<file path="src/hw/rtl/bscf_pkg.sv">
// Shared types and constants of the bus servo command framer.
package bscf_pkg;

    typedef enum logic [1:0] {
        CMD_MOVE   = 2'd0,
        CMD_HOME   = 2'd1,
        CMD_TORQUE = 2'd2
    } cmd_t;

    localparam logic [2:0] REG_YAW_ID     = 3'd0;
    localparam logic [2:0] REG_PITCH_ID   = 3'd1;
    localparam logic [2:0] REG_YAW_REST   = 3'd2;
    localparam logic [2:0] REG_YAW_MIN    = 3'd3;
    localparam logic [2:0] REG_YAW_MAX    = 3'd4;
    localparam logic [2:0] REG_PITCH_REST = 3'd5;
    localparam logic [2:0] REG_PITCH_MIN  = 3'd6;
    localparam logic [2:0] REG_PITCH_MAX  = 3'd7;

    localparam logic [7:0] RST_YAW_ID     = 8'd1;
    localparam logic [7:0] RST_PITCH_ID   = 8'd2;
    localparam logic [9:0] RST_YAW_REST   = 10'd460;
    localparam logic [9:0] RST_YAW_MIN    = 10'd60;
    localparam logic [9:0] RST_YAW_MAX    = 10'd860;
    localparam logic [9:0] RST_PITCH_REST = 10'd640;
    localparam logic [9:0] RST_PITCH_MIN  = 10'd620;
    localparam logic [9:0] RST_PITCH_MAX  = 10'd900;

    localparam logic [7:0] HDR_BYTE    = 8'hFF;
    localparam logic [7:0] INSTR_WRITE = 8'h03;
    localparam logic [7:0] ADDR_TORQUE = 8'd40;
    localparam logic [7:0] ADDR_GOAL   = 8'd42;
    localparam logic [7:0] LEN_GOAL    = 8'd9;
    localparam logic [7:0] LEN_TORQUE  = 8'd4;
    localparam logic [3:0] GOAL_END    = 4'd12;
    localparam logic [3:0] TORQUE_END  = 4'd7;

    localparam logic [9:0]  SPEED_MAX  = 10'd1000;
    localparam logic [10:0] TIME_BASE  = 11'd1400;
    localparam logic [13:0] RECIP_FIVE = 14'd13108;

    typedef struct packed {
        logic [7:0] yaw_id;
        logic [7:0] tilt_id;
        logic [9:0] yaw_center;
        logic [9:0] yaw_min;
        logic [9:0] yaw_max;
        logic [9:0] tilt_center;
        logic [9:0] tilt_min;
        logic [9:0] tilt_max;
    } cfg_t;

    typedef struct packed {
        logic              torque;
        logic [7:0]        yaw_id;
        logic [7:0]        tilt_id;
        logic [9:0]        yaw_pos;
        logic [9:0]        pitch_pos;
        logic [15:0]       move_time;
        logic              torque_on;
        logic signed [9:0] aim_yaw;
        logic signed [9:0] aim_pitch;
    } job_t;

endpackage

</file>
<file path="src/hw/rtl/bscf_calc.sv">
// Command pipeline: input register, scaling multipliers, clamp and job build.
module bscf_calc (
    input  logic                clk,
    input  logic                rst_n,
    input  logic                in_valid,
    output logic                in_ready,
    input  logic [1:0]          in_cmd,
    input  logic signed [9:0]   in_yaw_deg,
    input  logic signed [9:0]   in_tilt_deg,
    input  logic [9:0]          in_speed,
    input  logic [15:0]         in_home_time,
    input  logic                in_torque_on,
    input  bscf_pkg::cfg_t      cfg,
    output logic                job_valid,
    input  logic                job_ready,
    output bscf_pkg::job_t      job
);

    logic              a_valid_reg;
    logic [1:0]        a_cmd_reg;
    logic signed [9:0] a_yaw_reg;
    logic signed [9:0] a_pitch_reg;
    logic [9:0]        a_speed_reg;
    logic [15:0]       a_time_reg;
    logic              a_ten_reg;

    logic              b_valid_reg;
    logic [1:0]        b_cmd_reg;
    logic signed [9:0] b_yaw_reg;
    logic signed [9:0] b_pitch_reg;
    logic [10:0]       b_yaw_q_reg;
    logic [10:0]       b_pitch_q_reg;
    logic [10:0]       b_tq_reg;
    logic [15:0]       b_time_reg;
    logic              b_ten_reg;

    logic signed [9:0] aim_yaw_reg;
    logic signed [9:0] aim_pitch_reg;

    logic              a_ready;
    logic              b_ready;
    logic              cmd_known;
    logic [9:0]        yaw_mag;
    logic [9:0]        pitch_mag;
    logic [23:0]       yaw_prod;
    logic [23:0]       pitch_prod;
    logic [9:0]        speed_sat;
    logic [12:0]       speed_x6;
    logic [26:0]       time_prod;
    logic              is_move;
    logic              is_home;

    function automatic logic [9:0] clamp_pos(
        input logic [9:0]  rest,
        input logic [10:0] q,
        input logic        neg,
        input logic [9:0]  lo,
        input logic [9:0]  hi
    );
        logic signed [12:0] raw;
        logic [9:0]         res;
        raw = neg ? ($signed({3'b000, rest}) - $signed({2'b00, q}))
                  : ($signed({3'b000, rest}) + $signed({2'b00, q}));
        if (raw < $signed({3'b000, lo})) begin
            res = lo;
        end else if (raw > $signed({3'b000, hi})) begin
            res = hi;
        end else begin
            res = raw[9:0];
        end
        return res;
    endfunction

    assign b_ready   = !b_valid_reg || job_ready;
    assign a_ready   = !a_valid_reg || b_ready;
    assign in_ready  = a_ready;
    assign job_valid = b_valid_reg;

    assign cmd_known = (in_cmd == bscf_pkg::CMD_MOVE) || (in_cmd == bscf_pkg::CMD_HOME)
                    || (in_cmd == bscf_pkg::CMD_TORQUE);

    assign yaw_mag    = a_yaw_reg[9] ? 10'(-a_yaw_reg) : 10'(a_yaw_reg);
    assign pitch_mag  = a_pitch_reg[9] ? 10'(-a_pitch_reg) : 10'(a_pitch_reg);
    assign yaw_prod   = 24'(yaw_mag) * 24'(bscf_pkg::RECIP_FIVE);
    assign pitch_prod = 24'(pitch_mag) * 24'(bscf_pkg::RECIP_FIVE);
    assign speed_sat  = (a_speed_reg > bscf_pkg::SPEED_MAX) ? bscf_pkg::SPEED_MAX : a_speed_reg;
    assign speed_x6   = {1'b0, speed_sat, 2'b00} + {2'b00, speed_sat, 1'b0};
    assign time_prod  = 27'(speed_x6) * 27'(bscf_pkg::RECIP_FIVE);

    always_ff @(posedge clk or negedge rst_n)
    begin
        if (!rst_n) begin
            a_valid_reg <= 1'b0;
        end else if (a_ready) begin
            a_valid_reg <= in_valid && cmd_known;
        end
    end

    always_ff @(posedge clk)
    begin
        if (in_valid && a_ready) begin
            a_cmd_reg   <= in_cmd;
            a_yaw_reg   <= in_yaw_deg;
            a_pitch_reg <= in_tilt_deg;
            a_speed_reg <= in_speed;
            a_time_reg  <= in_home_time;
            a_ten_reg   <= in_torque_on;
        end
    end

    always_ff @(posedge clk or negedge rst_n)
    begin
        if (!rst_n) begin
            b_valid_reg <= 1'b0;
        end else if (b_ready) begin
            b_valid_reg <= a_valid_reg;
        end
    end

    always_ff @(posedge clk)
    begin
        if (a_valid_reg && b_ready) begin
            b_cmd_reg     <= a_cmd_reg;
            b_yaw_reg     <= a_yaw_reg;
            b_pitch_reg   <= a_pitch_reg;
            b_yaw_q_reg   <= yaw_prod[22:12];
            b_pitch_q_reg <= pitch_prod[22:12];
            b_tq_reg      <= time_prod[26:16];
            b_time_reg    <= a_time_reg;
            b_ten_reg     <= a_ten_reg;
        end
    end

    assign is_move = (b_cmd_reg == bscf_pkg::CMD_MOVE);
    assign is_home = (b_cmd_reg == bscf_pkg::CMD_HOME);

    always_ff @(posedge clk or negedge rst_n)
    begin
        if (!rst_n) begin
            aim_yaw_reg   <= '0;
            aim_pitch_reg <= '0;
        end else if (b_valid_reg && job_ready) begin
            aim_yaw_reg   <= job.aim_yaw;
            aim_pitch_reg <= job.aim_pitch;
        end
    end

    always_comb
    begin
        job.torque    = !is_move && !is_home;
        job.yaw_id    = cfg.yaw_id;
        job.tilt_id   = cfg.tilt_id;
        job.torque_on = b_ten_reg;
        if (is_move) begin
            job.yaw_pos   = clamp_pos(cfg.yaw_center, b_yaw_q_reg, b_yaw_reg[9],
                                      cfg.yaw_min, cfg.yaw_max);
            job.pitch_pos = clamp_pos(cfg.tilt_center, b_pitch_q_reg, b_pitch_reg[9],
                                      cfg.tilt_min, cfg.tilt_max);
            job.move_time = {5'b00000, bscf_pkg::TIME_BASE - b_tq_reg};
            job.aim_yaw   = b_yaw_reg;
            job.aim_pitch = b_pitch_reg;
        end else if (is_home) begin
            job.yaw_pos   = cfg.yaw_center;
            job.pitch_pos = cfg.tilt_center;
            job.move_time = b_time_reg;
            job.aim_yaw   = '0;
            job.aim_pitch = '0;
        end else begin
            job.yaw_pos   = cfg.yaw_center;
            job.pitch_pos = cfg.tilt_center;
            job.move_time = b_time_reg;
            job.aim_yaw   = aim_yaw_reg;
            job.aim_pitch = aim_pitch_reg;
        end
    end

endmodule

</file>
<file path="src/hw/rtl/bscf_serial.sv">
// Frame byte sequencer with running checksum and output register.
module bscf_serial (
    input  logic                clk,
    input  logic                rst_n,
    input  logic                job_valid,
    output logic                job_ready,
    input  bscf_pkg::job_t      job,
    output logic                out_valid,
    input  logic                out_ready,
    output logic [7:0]          out_byte,
    output logic                out_frame_end,
    output logic                out_last,
    output logic signed [9:0]   out_aim_yaw,
    output logic signed [9:0]   out_aim_pitch
);

    logic              busy_reg;
    bscf_pkg::job_t    job_reg;
    logic              second_reg;
    logic [3:0]        idx_reg;
    logic [7:0]        sum_reg;
    logic              out_valid_reg;
    logic [7:0]        out_byte_reg;
    logic              out_end_reg;
    logic              out_last_reg;
    logic signed [9:0] out_aim_yaw_reg;
    logic signed [9:0] out_aim_pitch_reg;

    logic              step;
    logic              at_end;
    logic              final_byte;
    logic [7:0]        cur_id;
    logic [9:0]        cur_pos;
    logic [7:0]        cur_byte;

    assign step       = busy_reg && (!out_valid_reg || out_ready);
    assign at_end     = idx_reg == (job_reg.torque ? bscf_pkg::TORQUE_END : bscf_pkg::GOAL_END);
    assign final_byte = at_end && second_reg;
    assign job_ready  = !busy_reg || (step && final_byte);
    assign cur_id     = second_reg ? job_reg.tilt_id : job_reg.yaw_id;
    assign cur_pos    = second_reg ? job_reg.pitch_pos : job_reg.yaw_pos;

    always_comb
    begin
        unique case (idx_reg)
            4'd0, 4'd1: cur_byte = bscf_pkg::HDR_BYTE;
            4'd2:       cur_byte = cur_id;
            4'd3:       cur_byte = job_reg.torque ? bscf_pkg::LEN_TORQUE : bscf_pkg::LEN_GOAL;
            4'd4:       cur_byte = bscf_pkg::INSTR_WRITE;
            4'd5:       cur_byte = job_reg.torque ? bscf_pkg::ADDR_TORQUE : bscf_pkg::ADDR_GOAL;
            4'd6:       cur_byte = job_reg.torque ? {7'b0000000, job_reg.torque_on}
                                                  : {6'b000000, cur_pos[9:8]};
            4'd7:       cur_byte = job_reg.torque ? ~sum_reg : cur_pos[7:0];
            4'd8:       cur_byte = job_reg.move_time[15:8];
            4'd9:       cur_byte = job_reg.move_time[7:0];
            4'd12:      cur_byte = ~sum_reg;
            default:    cur_byte = 8'h00;
        endcase
    end

    always_ff @(posedge clk or negedge rst_n)
    begin
        if (!rst_n) begin
            busy_reg   <= 1'b0;
            second_reg <= 1'b0;
            idx_reg    <= '0;
        end else if (job_valid && job_ready) begin
            busy_reg   <= 1'b1;
            second_reg <= 1'b0;
            idx_reg    <= '0;
        end else if (step && final_byte) begin
            busy_reg <= 1'b0;
        end else if (step) begin
            if (at_end) begin
                idx_reg    <= '0;
                second_reg <= 1'b1;
            end else begin
                idx_reg <= idx_reg + 4'd1;
            end
        end
    end

    always_ff @(posedge clk)
    begin
        if (job_valid && job_ready) begin
            job_reg <= job;
        end
        if (step) begin
            sum_reg <= (idx_reg < 4'd2) ? 8'h00 : sum_reg + cur_byte;
        end
    end

    always_ff @(posedge clk or negedge rst_n)
    begin
        if (!rst_n) begin
            out_valid_reg <= 1'b0;
        end else if (step) begin
            out_valid_reg <= 1'b1;
        end else if (out_ready) begin
            out_valid_reg <= 1'b0;
        end
    end

    always_ff @(posedge clk)
    begin
        if (step) begin
            out_byte_reg      <= cur_byte;
            out_end_reg       <= at_end;
            out_last_reg      <= final_byte;
            out_aim_yaw_reg   <= job_reg.aim_yaw;
            out_aim_pitch_reg <= job_reg.aim_pitch;
        end
    end

    assign out_valid     = out_valid_reg;
    assign out_byte      = out_byte_reg;
    assign out_frame_end = out_end_reg;
    assign out_last      = out_last_reg;
    assign out_aim_yaw   = out_aim_yaw_reg;
    assign out_aim_pitch = out_aim_pitch_reg;

endmodule

</file>
<file path="src/hw/rtl/bus_servo_command_framer_core.sv">
// Top level of the bus servo command framer: stream ports, configuration registers.
// The first byte of a command passes the input, scaling, job and output registers.
// A move or home command produces 26 bytes and a torque command 16, one byte per cycle
// from the frame sequencer while the output is not stalled.
// A new command is taken while the previous one is still being sent.
// Reset clears all control state and the kept aim, and loads the register defaults.
module bus_servo_command_framer_core (
    input  logic        clk,
    input  logic        rst_n,
    input  logic        s_axis_tvalid,
    output logic        s_axis_tready,
    input  logic [47:0] s_axis_tdata,  // yaw_deg, tilt_deg, speed, home_time_ms, torque_on
    input  logic [1:0]  s_axis_tuser,  // cmd
    output logic        m_axis_tvalid,
    input  logic        m_axis_tready,
    output logic [31:0] m_axis_tdata,  // tx_byte, aim_yaw, aim_pitch
    output logic        m_axis_tuser,  // frame_end
    output logic        m_axis_tlast,
    input  logic        cfg_valid,
    output logic        cfg_ready,
    input  logic [2:0]  cfg_addr,
    input  logic [9:0]  cfg_data
);

    bscf_pkg::cfg_t    cfg_reg;
    bscf_pkg::job_t    job;
    logic              job_valid;
    logic              job_ready;
    logic [7:0]        tx_byte;
    logic signed [9:0] aim_yaw;
    logic signed [9:0] aim_pitch;

    assign cfg_ready = 1'b1;

    always_ff @(posedge clk or negedge rst_n)
    begin
        if (!rst_n) begin
            cfg_reg.yaw_id      <= bscf_pkg::RST_YAW_ID;
            cfg_reg.tilt_id     <= bscf_pkg::RST_PITCH_ID;
            cfg_reg.yaw_center  <= bscf_pkg::RST_YAW_REST;
            cfg_reg.yaw_min     <= bscf_pkg::RST_YAW_MIN;
            cfg_reg.yaw_max     <= bscf_pkg::RST_YAW_MAX;
            cfg_reg.tilt_center <= bscf_pkg::RST_PITCH_REST;
            cfg_reg.tilt_min    <= bscf_pkg::RST_PITCH_MIN;
            cfg_reg.tilt_max    <= bscf_pkg::RST_PITCH_MAX;
        end else if (cfg_valid) begin
            unique case (cfg_addr)
                bscf_pkg::REG_YAW_ID:     cfg_reg.yaw_id      <= cfg_data[7:0];
                bscf_pkg::REG_PITCH_ID:   cfg_reg.tilt_id     <= cfg_data[7:0];
                bscf_pkg::REG_YAW_REST:   cfg_reg.yaw_center  <= cfg_data;
                bscf_pkg::REG_YAW_MIN:    cfg_reg.yaw_min     <= cfg_data;
                bscf_pkg::REG_YAW_MAX:    cfg_reg.yaw_max     <= cfg_data;
                bscf_pkg::REG_PITCH_REST: cfg_reg.tilt_center <= cfg_data;
                bscf_pkg::REG_PITCH_MIN:  cfg_reg.tilt_min    <= cfg_data;
                bscf_pkg::REG_PITCH_MAX:  cfg_reg.tilt_max    <= cfg_data;
            endcase
        end
    end

    bscf_calc u_calc (
        .clk          (clk),
        .rst_n        (rst_n),
        .in_valid     (s_axis_tvalid),
        .in_ready     (s_axis_tready),
        .in_cmd       (s_axis_tuser),
        .in_yaw_deg   (s_axis_tdata[9:0]),
        .in_tilt_deg  (s_axis_tdata[19:10]),
        .in_speed     (s_axis_tdata[29:20]),
        .in_home_time (s_axis_tdata[45:30]),
        .in_torque_on (s_axis_tdata[46]),
        .cfg          (cfg_reg),
        .job_valid    (job_valid),
        .job_ready    (job_ready),
        .job          (job)
    );

    bscf_serial u_serial (
        .clk           (clk),
        .rst_n         (rst_n),
        .job_valid     (job_valid),
        .job_ready     (job_ready),
        .job           (job),
        .out_valid     (m_axis_tvalid),
        .out_ready     (m_axis_tready),
        .out_byte      (tx_byte),
        .out_frame_end (m_axis_tuser),
        .out_last      (m_axis_tlast),
        .out_aim_yaw   (aim_yaw),
        .out_aim_pitch (aim_pitch)
    );

    assign m_axis_tdata = {4'b0000, aim_pitch, aim_yaw, tx_byte};

endmodule

</file>
<file path="config.mk">
export PLATFORM = sky130hd
export DESIGN_NAME = bus_servo_command_framer_core
export DESIGN_NICKNAME = d
export VERILOG_FILES = /design/src/hw/rtl/bscf_pkg.sv /design/src/hw/rtl/bscf_calc.sv /design/src/hw/rtl/bscf_serial.sv /design/src/hw/rtl/bus_servo_command_framer_core.sv
export SDC_FILE = /design/constraint.sdc
export NUM_CORES = 1
export LEC_CHECK = 0
export BUFFER_PORTS_ARGS = -buffer_cell sky130_fd_sc_hd__buf_4
export CORE_MARGIN = 8
export CORE_UTILIZATION = 40
export DETAILED_ROUTE_END_ITERATION = 6
export PLACE_DENSITY = 0.61
export SETUP_SLACK_MARGIN = 0.1
export SLEW_MARGIN = 20
export SYNTH_ARGS = -nofsm -noshare
export SYNTH_HDL_FRONTEND = slang
export SYNTH_HIERARCHICAL = 1
export SYNTH_SLANG_ARGS = --single-unit
export TNS_END_PERCENT = 5
</file>
<file path="constraint.sdc">
create_clock -name clk -period 8.7 [get_ports clk]
set_input_delay 0.435 -clock clk [delete_from_list [all_inputs] [get_ports clk]]
set_output_delay 0.435 -clock clk [all_outputs]
set_load 0.02 [all_outputs]
</file>
==> flow_summary.yaml, run 1 <==
run:
  maxCapViolCount: 0
final_layout:
  nNetsFinal: 2541
  num_antenna_cells: 0
  multi_input_area_um2: 12100
  drive_above_1_share_pct: 16.8
  fillers: 5323
  regArea_um2: 9660
  largest_register_ffs: 76
  syn2layout_area_growth_pct: 12.4
setup_path:
  arrival_ps: 8180
  end_kind: "flip-flop"
  worstPathRequired_ps: 8990
  slowest_delay_ps: 540
  crit_path_max_fanout: 11
  cp-start-kind: "flip-flop"
  critPathTopFamily: "compound AO/OA/AOI/OAI gates"
  cp_slowest_cell: "fa_1"
  cp.buffers_inverters: 3
  path_class: "reg2reg"
timing:
  tightestPinTransition_ps: 956
  period_needed_ps: 7890
  slew_headroom_pct: 35.8
  min_period_over_period_pct: 90.7
  finalClockSkew_ps: 23.7
  max_freq_mhz: 127
  drv_slew: 0
  hold_ws_ps: 46.1
  rsz0062_at_grt: "false"
  finalSetupTns_ps: 0
  hold_viol: 0
  setup_viol: 0
logic_synthesis:
  ys.flop_type: "edfxtp_1"
  syn_avg_cell_area_um2: 11.7
  synth_cells: 1984
  ys_warn_count: 6
  yosysTopAreaCell: "edfxtp_1"
  synth_seq_cells: 338
  yosysSeqAreaShare_pct: 41.7
  synthTopCellsByArea: "edfxtp_1, ha_1, dfrtp_1, fa_1, mux2_2"
  syn_area_um2: 23200
  synth_most_common_cell: "ha_1"
  yosysUniqueCellTypes: 82
  async_reset_ff_share_pct: 31.1
  synth_common_cells: "ha_1, inv_1, edfxtp_1"
  synth_top_cell_area_share_pct: 30.2
  synth_enable_flop_cells: 233
worst_hold_path:
  worstHoldPathType: "in2reg"
clock_tree:
  htreeDepth: 2
  root_buffer: "clkbuf_16"
  cts_buffers: 41
  tritoncts: "yes"
  cts_sinks: 338
  cts_buffer_depth: 3
  worst_skew_pair.late_latency_ps: 570
  clkTransAtPathRegs_ps: 60
detailed_routing:
  routedWlPerCell_um: 17.9
  wirelength_um: 51400
  via_per_inst: 5.10
  drt_drc_violations_left: 0
  drt-initial-drc-count: 681
  drt_first_pass_iters: 5
  routed-via-count: 14600
  ant_nets: 0
global_route:
  antenna_found_initial: 0
  grt_overflow: 0
  grt_max_degree: 73
  grt.total_usage_pct: 15.4
  first_global_vias: 15000
  grt_pass1_wl_um: 81800
die:
  die_w_um: 257
  initial_utilization_pct: 40.3
  die_area_um2: 65900
  num_io_pins: 105
  core_area_um2: 57500
  rows: 88
  die_y_um: 257
outcome:
  status: "finished, final reports clean"
placement:
  dpl.hpwl_um: 39200
  portBuffers: 98
  gp_congestion: 0.869
pwr:
  power.leakage_nw: 11.5
  ir_drop_uv: 193
  p_per_area_nw_per_um2: 331
-- path summary, 6_finish.rpt --
| kind | start | cells after the start | slack (ps) | end |
|---|---|---|---|---|
| max reg2reg | u_calc/a_speed_reg[2] | 30 | 810 | u_calc/b_tq_reg[10] |
| max in group asynchronous | rst_n | 3 | 6910 | u_calc/aim_yaw_reg[1] |
| min | s_axis_tdata[45] | 1 | 50 | u_calc/a_time_reg[15] |
| min reg2reg | u_serial/job_reg[3] | 0 | 410 | u_serial/out_aim_pitch[3] |
| max | u_calc/a_speed_reg[2] | 30 | 810 | u_calc/b_tq_reg[10] |
| min in group asynchronous | rst_n | 2 | 460 | cfg_reg[72] |
-- metal layers --
layer / GRT usage, % / wire (µm) / vias to the layer above
met2: 25.4 / 23800 / 279
li1: - / - / 7160
met4: 4.54 / 1280 / 0
met5: 0 / 0 / -
met3: 2.66 / 2320 / 72
met1: 20.7 / 24000 / 7135
-- cell usage in the layout (no fill, tap or decap), drive strengths merged, types with 11 or more instances in the layout --
cell and instances:
a22o 20, fa 93, xor2 21, ha 308, buf 113, dfstp 28, xnor2 70, or2 11
nand3 17, mux2i 22, o211ai 13, a211oi 12, o21a 13, inv 271, nor2 77, a31oi 13
o21ai 70, clkbuf 55, and2 20, edfxtp 233, nor3 27, a21o 25, mux2 108, o221ai 17
a21oi 79, o31ai 11, nand2 96, dfrtp 77, nor2b 26, nand2b 28
-- timing repair --
item / in CTS / in global routing
hold endpoints to repair: 38 / 0
resized for setup: 0 / 2
buffers inserted: 0 / 0
hold buffers: 1 / 0
setup endpoints to repair: 0 / 6
-- power breakdown --
part           switching, W  internal [W]  leakage, nW
clock              0.000686       0.00108        0.670
sequential         0.000169       0.00218         3.37
combinational       0.00246       0.00205         7.49
-- final cells by class --
class	instances	area share, %
multi-input cells	1307	46.6
flip-flops and latches	338	37.1
clock buffers	55	4.26
inverters	270	3.89
well taps	765	3.67
repair buffers	114	3.37
clock inverters	21	1.11
-- kinds of logic (layout without fill, tap and decap cells) --
| group | count (synthesis) | count (layout) | synth area share [%] |
|---|---|---|---|
| fa+ha+maj | 401 | 401 | 24.7 |
| simple gates | 352 | 352 | 7.83 |
| buf+inv | 342 | 460 | 6.09 |
| flops | 338 | 338 | 41.7 |
| compound gates | 328 | 328 | 10.0 |
| mux | 130 | 130 | 6.20 |
| xor+xnor | 91 | 91 | 3.47 |
| other cells | 2 | 5 | 0.0324 |
-- metrics by stage --
| step | power, W | utilization (%) | instance area, µm² | setup WS [ps] | std cells |
|---|---|---|---|---|---|
| floorplan | 0.00590 | - | 23200 | 1410 | 1987 |
| global placement | 0.00676 | 42.8 | 24600 | 569 | 2792 |
| detailed placement | 0.00690 | 42.8 | 24600 | 359 | 2792 |
| CTS | 0.00873 | 45.3 | 26000 | 337 | 2869 |
| global route | 0.00943 | 45.3 | 26100 | 179 | 2870 |
| finish | 0.00862 | 45.3 | 26100 | 813 | 2870 |
(Power assumes the default switching activity.)
==> inputs of run 2 (changes only) <==
--- a/config.mk
+++ b/config.mk
@@ -14,6 +14,5 @@
 export SLEW_MARGIN = 20
 export SYNTH_ARGS = -nofsm -noshare
 export SYNTH_HDL_FRONTEND = slang
-export SYNTH_HIERARCHICAL = 1
 export SYNTH_SLANG_ARGS = --single-unit
 export TNS_END_PERCENT = 5
==> run 2 against run 1 <==
Against the previous run:
- synthesized cell count increased by 1.5%
- maximum frequency increased by 2.6%
- utilization decreased by 0.057 points
- critical endpoint is now u_calc.b_tq_reg[7]
==> flow_summary.yaml, run 2 <==
logic_synthesis:
  yosysTopAreaCell: "edfxtp_1"
  async_reset_ff_share_pct: 31.1
  synth_seq_cells: 338
  synth_enable_flop_cells: 233
  syn_area_um2: 23100
  yosysUniqueCellTypes: 90
  synth_common_cells: "ha_1, inv_1, edfxtp_1"
  synth_cells: 2013
  ys.flop_type: "edfxtp_1"
  synth_top_cell_area_share_pct: 30.3
  synthTopCellsByArea: "edfxtp_1, ha_1, dfrtp_1, fa_1, mux2_2"
  syn_avg_cell_area_um2: 11.5
  ys_warn_count: 0
  synth_most_common_cell: "ha_1"
  yosysSeqAreaShare_pct: 41.8
pwr:
  p_per_area_nw_per_um2: 295
  swShare_pct: 37.4
  p_seq_share_pct: 30.0
  p_int_w: 0.00480
  ir_drop_uv: 163
  power_frac_clock_pct: 21.6
  pwr-share-comb_pct: 48.4
  power.leakage_nw: 11.5
  power.switching_w: 0.00287
placement:
  gp_congestion: 0.889
  dpl.hpwl_um: 39700
  place_area_um2: 24700
  dp_slack_ps: 1030
  portBuffers: 98
setup_path:
  slowest_delay_ps: 540
  cp-start-kind: "flip-flop"
  worst_path_most_repeated_cell: "ha_1"
  path_class: "reg2reg"
  end_kind: "flip-flop"
  worstPathRequired_ps: 9010
  critPathTopFamily: "adder cells"
  arrival_ps: 8000
  crit_path_max_fanout: 14
  cp.buffers_inverters: 3
  cp_slowest_cell: "xor2_1"
detailed_routing:
  routed-via-count: 15000
  ant_nets: 0
  drt-initial-drc-count: 733
  routedWlPerCell_um: 17.7
  drt_drc_violations_left: 0
  drt_first_pass_iters: 5
  via_per_inst: 5.15
  wirelength_um: 51400
global_route:
  grt_max_degree: 72
  first_global_vias: 15700
  grt_overflow: 0
  antenna_found_initial: 0
  grt.total_usage_pct: 15.5
  grt_pass1_wl_um: 83200
worst_hold_path:
  worstHoldPathType: "in2reg"
die:
  rows: 88
  die_area_um2: 65700
  core_area_um2: 57400
  num_io_pins: 105
  die_y_um: 256
  die_w_um: 256
  initial_utilization_pct: 40.3
final_layout:
  multi_input_area_um2: 12200
  fillers: 5220
  num_antenna_cells: 0
  drive_above_1_share_pct: 16.0
  syn2layout_area_growth_pct: 12.4
  regArea_um2: 9660
  largest_register_ffs: 76
  layout_commonest_cell: "ha_1"
  nNetsFinal: 2576
  final_area_um2: 26000
  final_cell_mix: "ha_1, inv_1, edfxtp_1"
clock_tree:
  cts_buffers: 40
  worst_skew_pair.late_latency_ps: 570
  cts_sinks: 338
  cts_buffer_depth: 3
  cts_setup_buffers: 0
  root_buffer: "clkbuf_16"
  clkTransAtPathRegs_ps: 60
  tritoncts: "yes"
  ctsHoldBuffers: 1
  htreeDepth: 2
  post_cts_resized: 0
timing:
  finalClockSkew_ps: 18.4
  max_freq_mhz: 130
  finalSetupTns_ps: 0
  layout_setup_ws_ps: 1010
  hold_viol: 0
  slew_headroom_pct: 32.8
  tightestPinTransition_ps: 1000
  period_needed_ps: 7690
  drv_slew: 0
  min_period_over_period_pct: 88.4
  setup_viol: 0
  rsz0062_at_grt: "false"
run:
  maxCapViolCount: 0
outcome:
  status: "finished, final reports clean"
run 2: cell count changes after synthesis, moves of 10 or more:
cell | before | now
buf_2 | 15 | 3
buf_4 | 25 | 7
clkbuf_1 | 28 | 44
mux2_2 | 104 | 90
mux2i_1 | 22 | 32
nand2_1 | 95 | 113
nand3_1 | 17 | 37
o211ai_1 | 13 | 27
o21ai_0 | 59 | 69
o22ai_1 | 0 | 10
xnor2_1 | 69 | 58
xor2_1 | 21 | 33
run 2: routing by layer:
layer | vias to the layer above | global-route usage (%) | wire (µm)
met2 | 277 | 25.8 | 23900
met1 | 7286 | 20.2 | 23500
li1 | 7324 | - | -
met3 | 87 | 3.02 | 2230
met5 | - | 0 | 0
met4 | 0 | 5.09 | 1710
run 2: area by class of cell:
class                           instances  share of cell area [%]
Sequential cell                       338                    37.2
Inverter                              266                    3.85
Timing Repair Buffer                  115                    3.33
Tap cell                              765                    3.69
Clock inverter                         22                   0.771
Clock buffer                           52                    4.23
Multi-Input combinational cell       1351                    46.9
run 2: per-stage QoR:
stage	util, %	power, W	hold WS (ps)	std cells
global placement	43.0	0.00596	404	2834
global route	45.3	0.00838	11.6	2909
detailed placement	43.0	0.00605	407	2834
CTS	45.3	0.00777	7.11	2909
floorplan	-	0.00519	139	2016
finish	45.3	0.00767	42.0	2909
run 2: final timing paths:
| check | start | end | depth (start not counted) | slack (ps) |
|---|---|---|---|---|
| worst max-delay path | u_calc.a_speed_reg[9] | u_calc.b_tq_reg[7] | 29 | 1010 |
| worst min-delay path | s_axis_tdata[44] | u_calc.a_time_reg[14] | 1 | 40 |
| worst max register to register | u_calc.a_speed_reg[9] | u_calc.b_tq_reg[7] | 29 | 1010 |
| worst min register to register | u_serial.job_reg[7] | u_serial.out_aim_pitch[7] | 0 | 420 |
| max in group asynchronous | rst_n | cfg_reg[59] | 3 | 6920 |
| min in group asynchronous | rst_n | u_calc.aim_pitch_reg[6] | 2 | 470 |
run 2: power groups by stage:
| stage | Clock [W] | Sequential [W] | Combinational, W |
|---|---|---|---|
| 2_1_floorplan | 0 | 0.00229 | 0.00290 |
| 3_3_place_gp | 0 | 0.00232 | 0.00363 |
| 3_5_place_dp | 0 | 0.00233 | 0.00372 |
| 4_1_cts | 0.00171 | 0.00230 | 0.00376 |
| 5_1_grt | 0.00177 | 0.00233 | 0.00428 |
| 6_report | 0.00166 | 0.00230 | 0.00371 |
run 2: kinds of logic after synthesis:
family | Yosys count | share of synthesized area, %
other | 2 | 0.0325
and+or+nand+nor | 377 | 8.04
adders and majority gates | 396 | 24.4
DFF | 338 | 41.8
xor gates and xnor gates | 92 | 3.52
AOI/OAI and AO/OA | 359 | 10.8
buffers and inverters | 327 | 5.61
muxes | 122 | 5.77
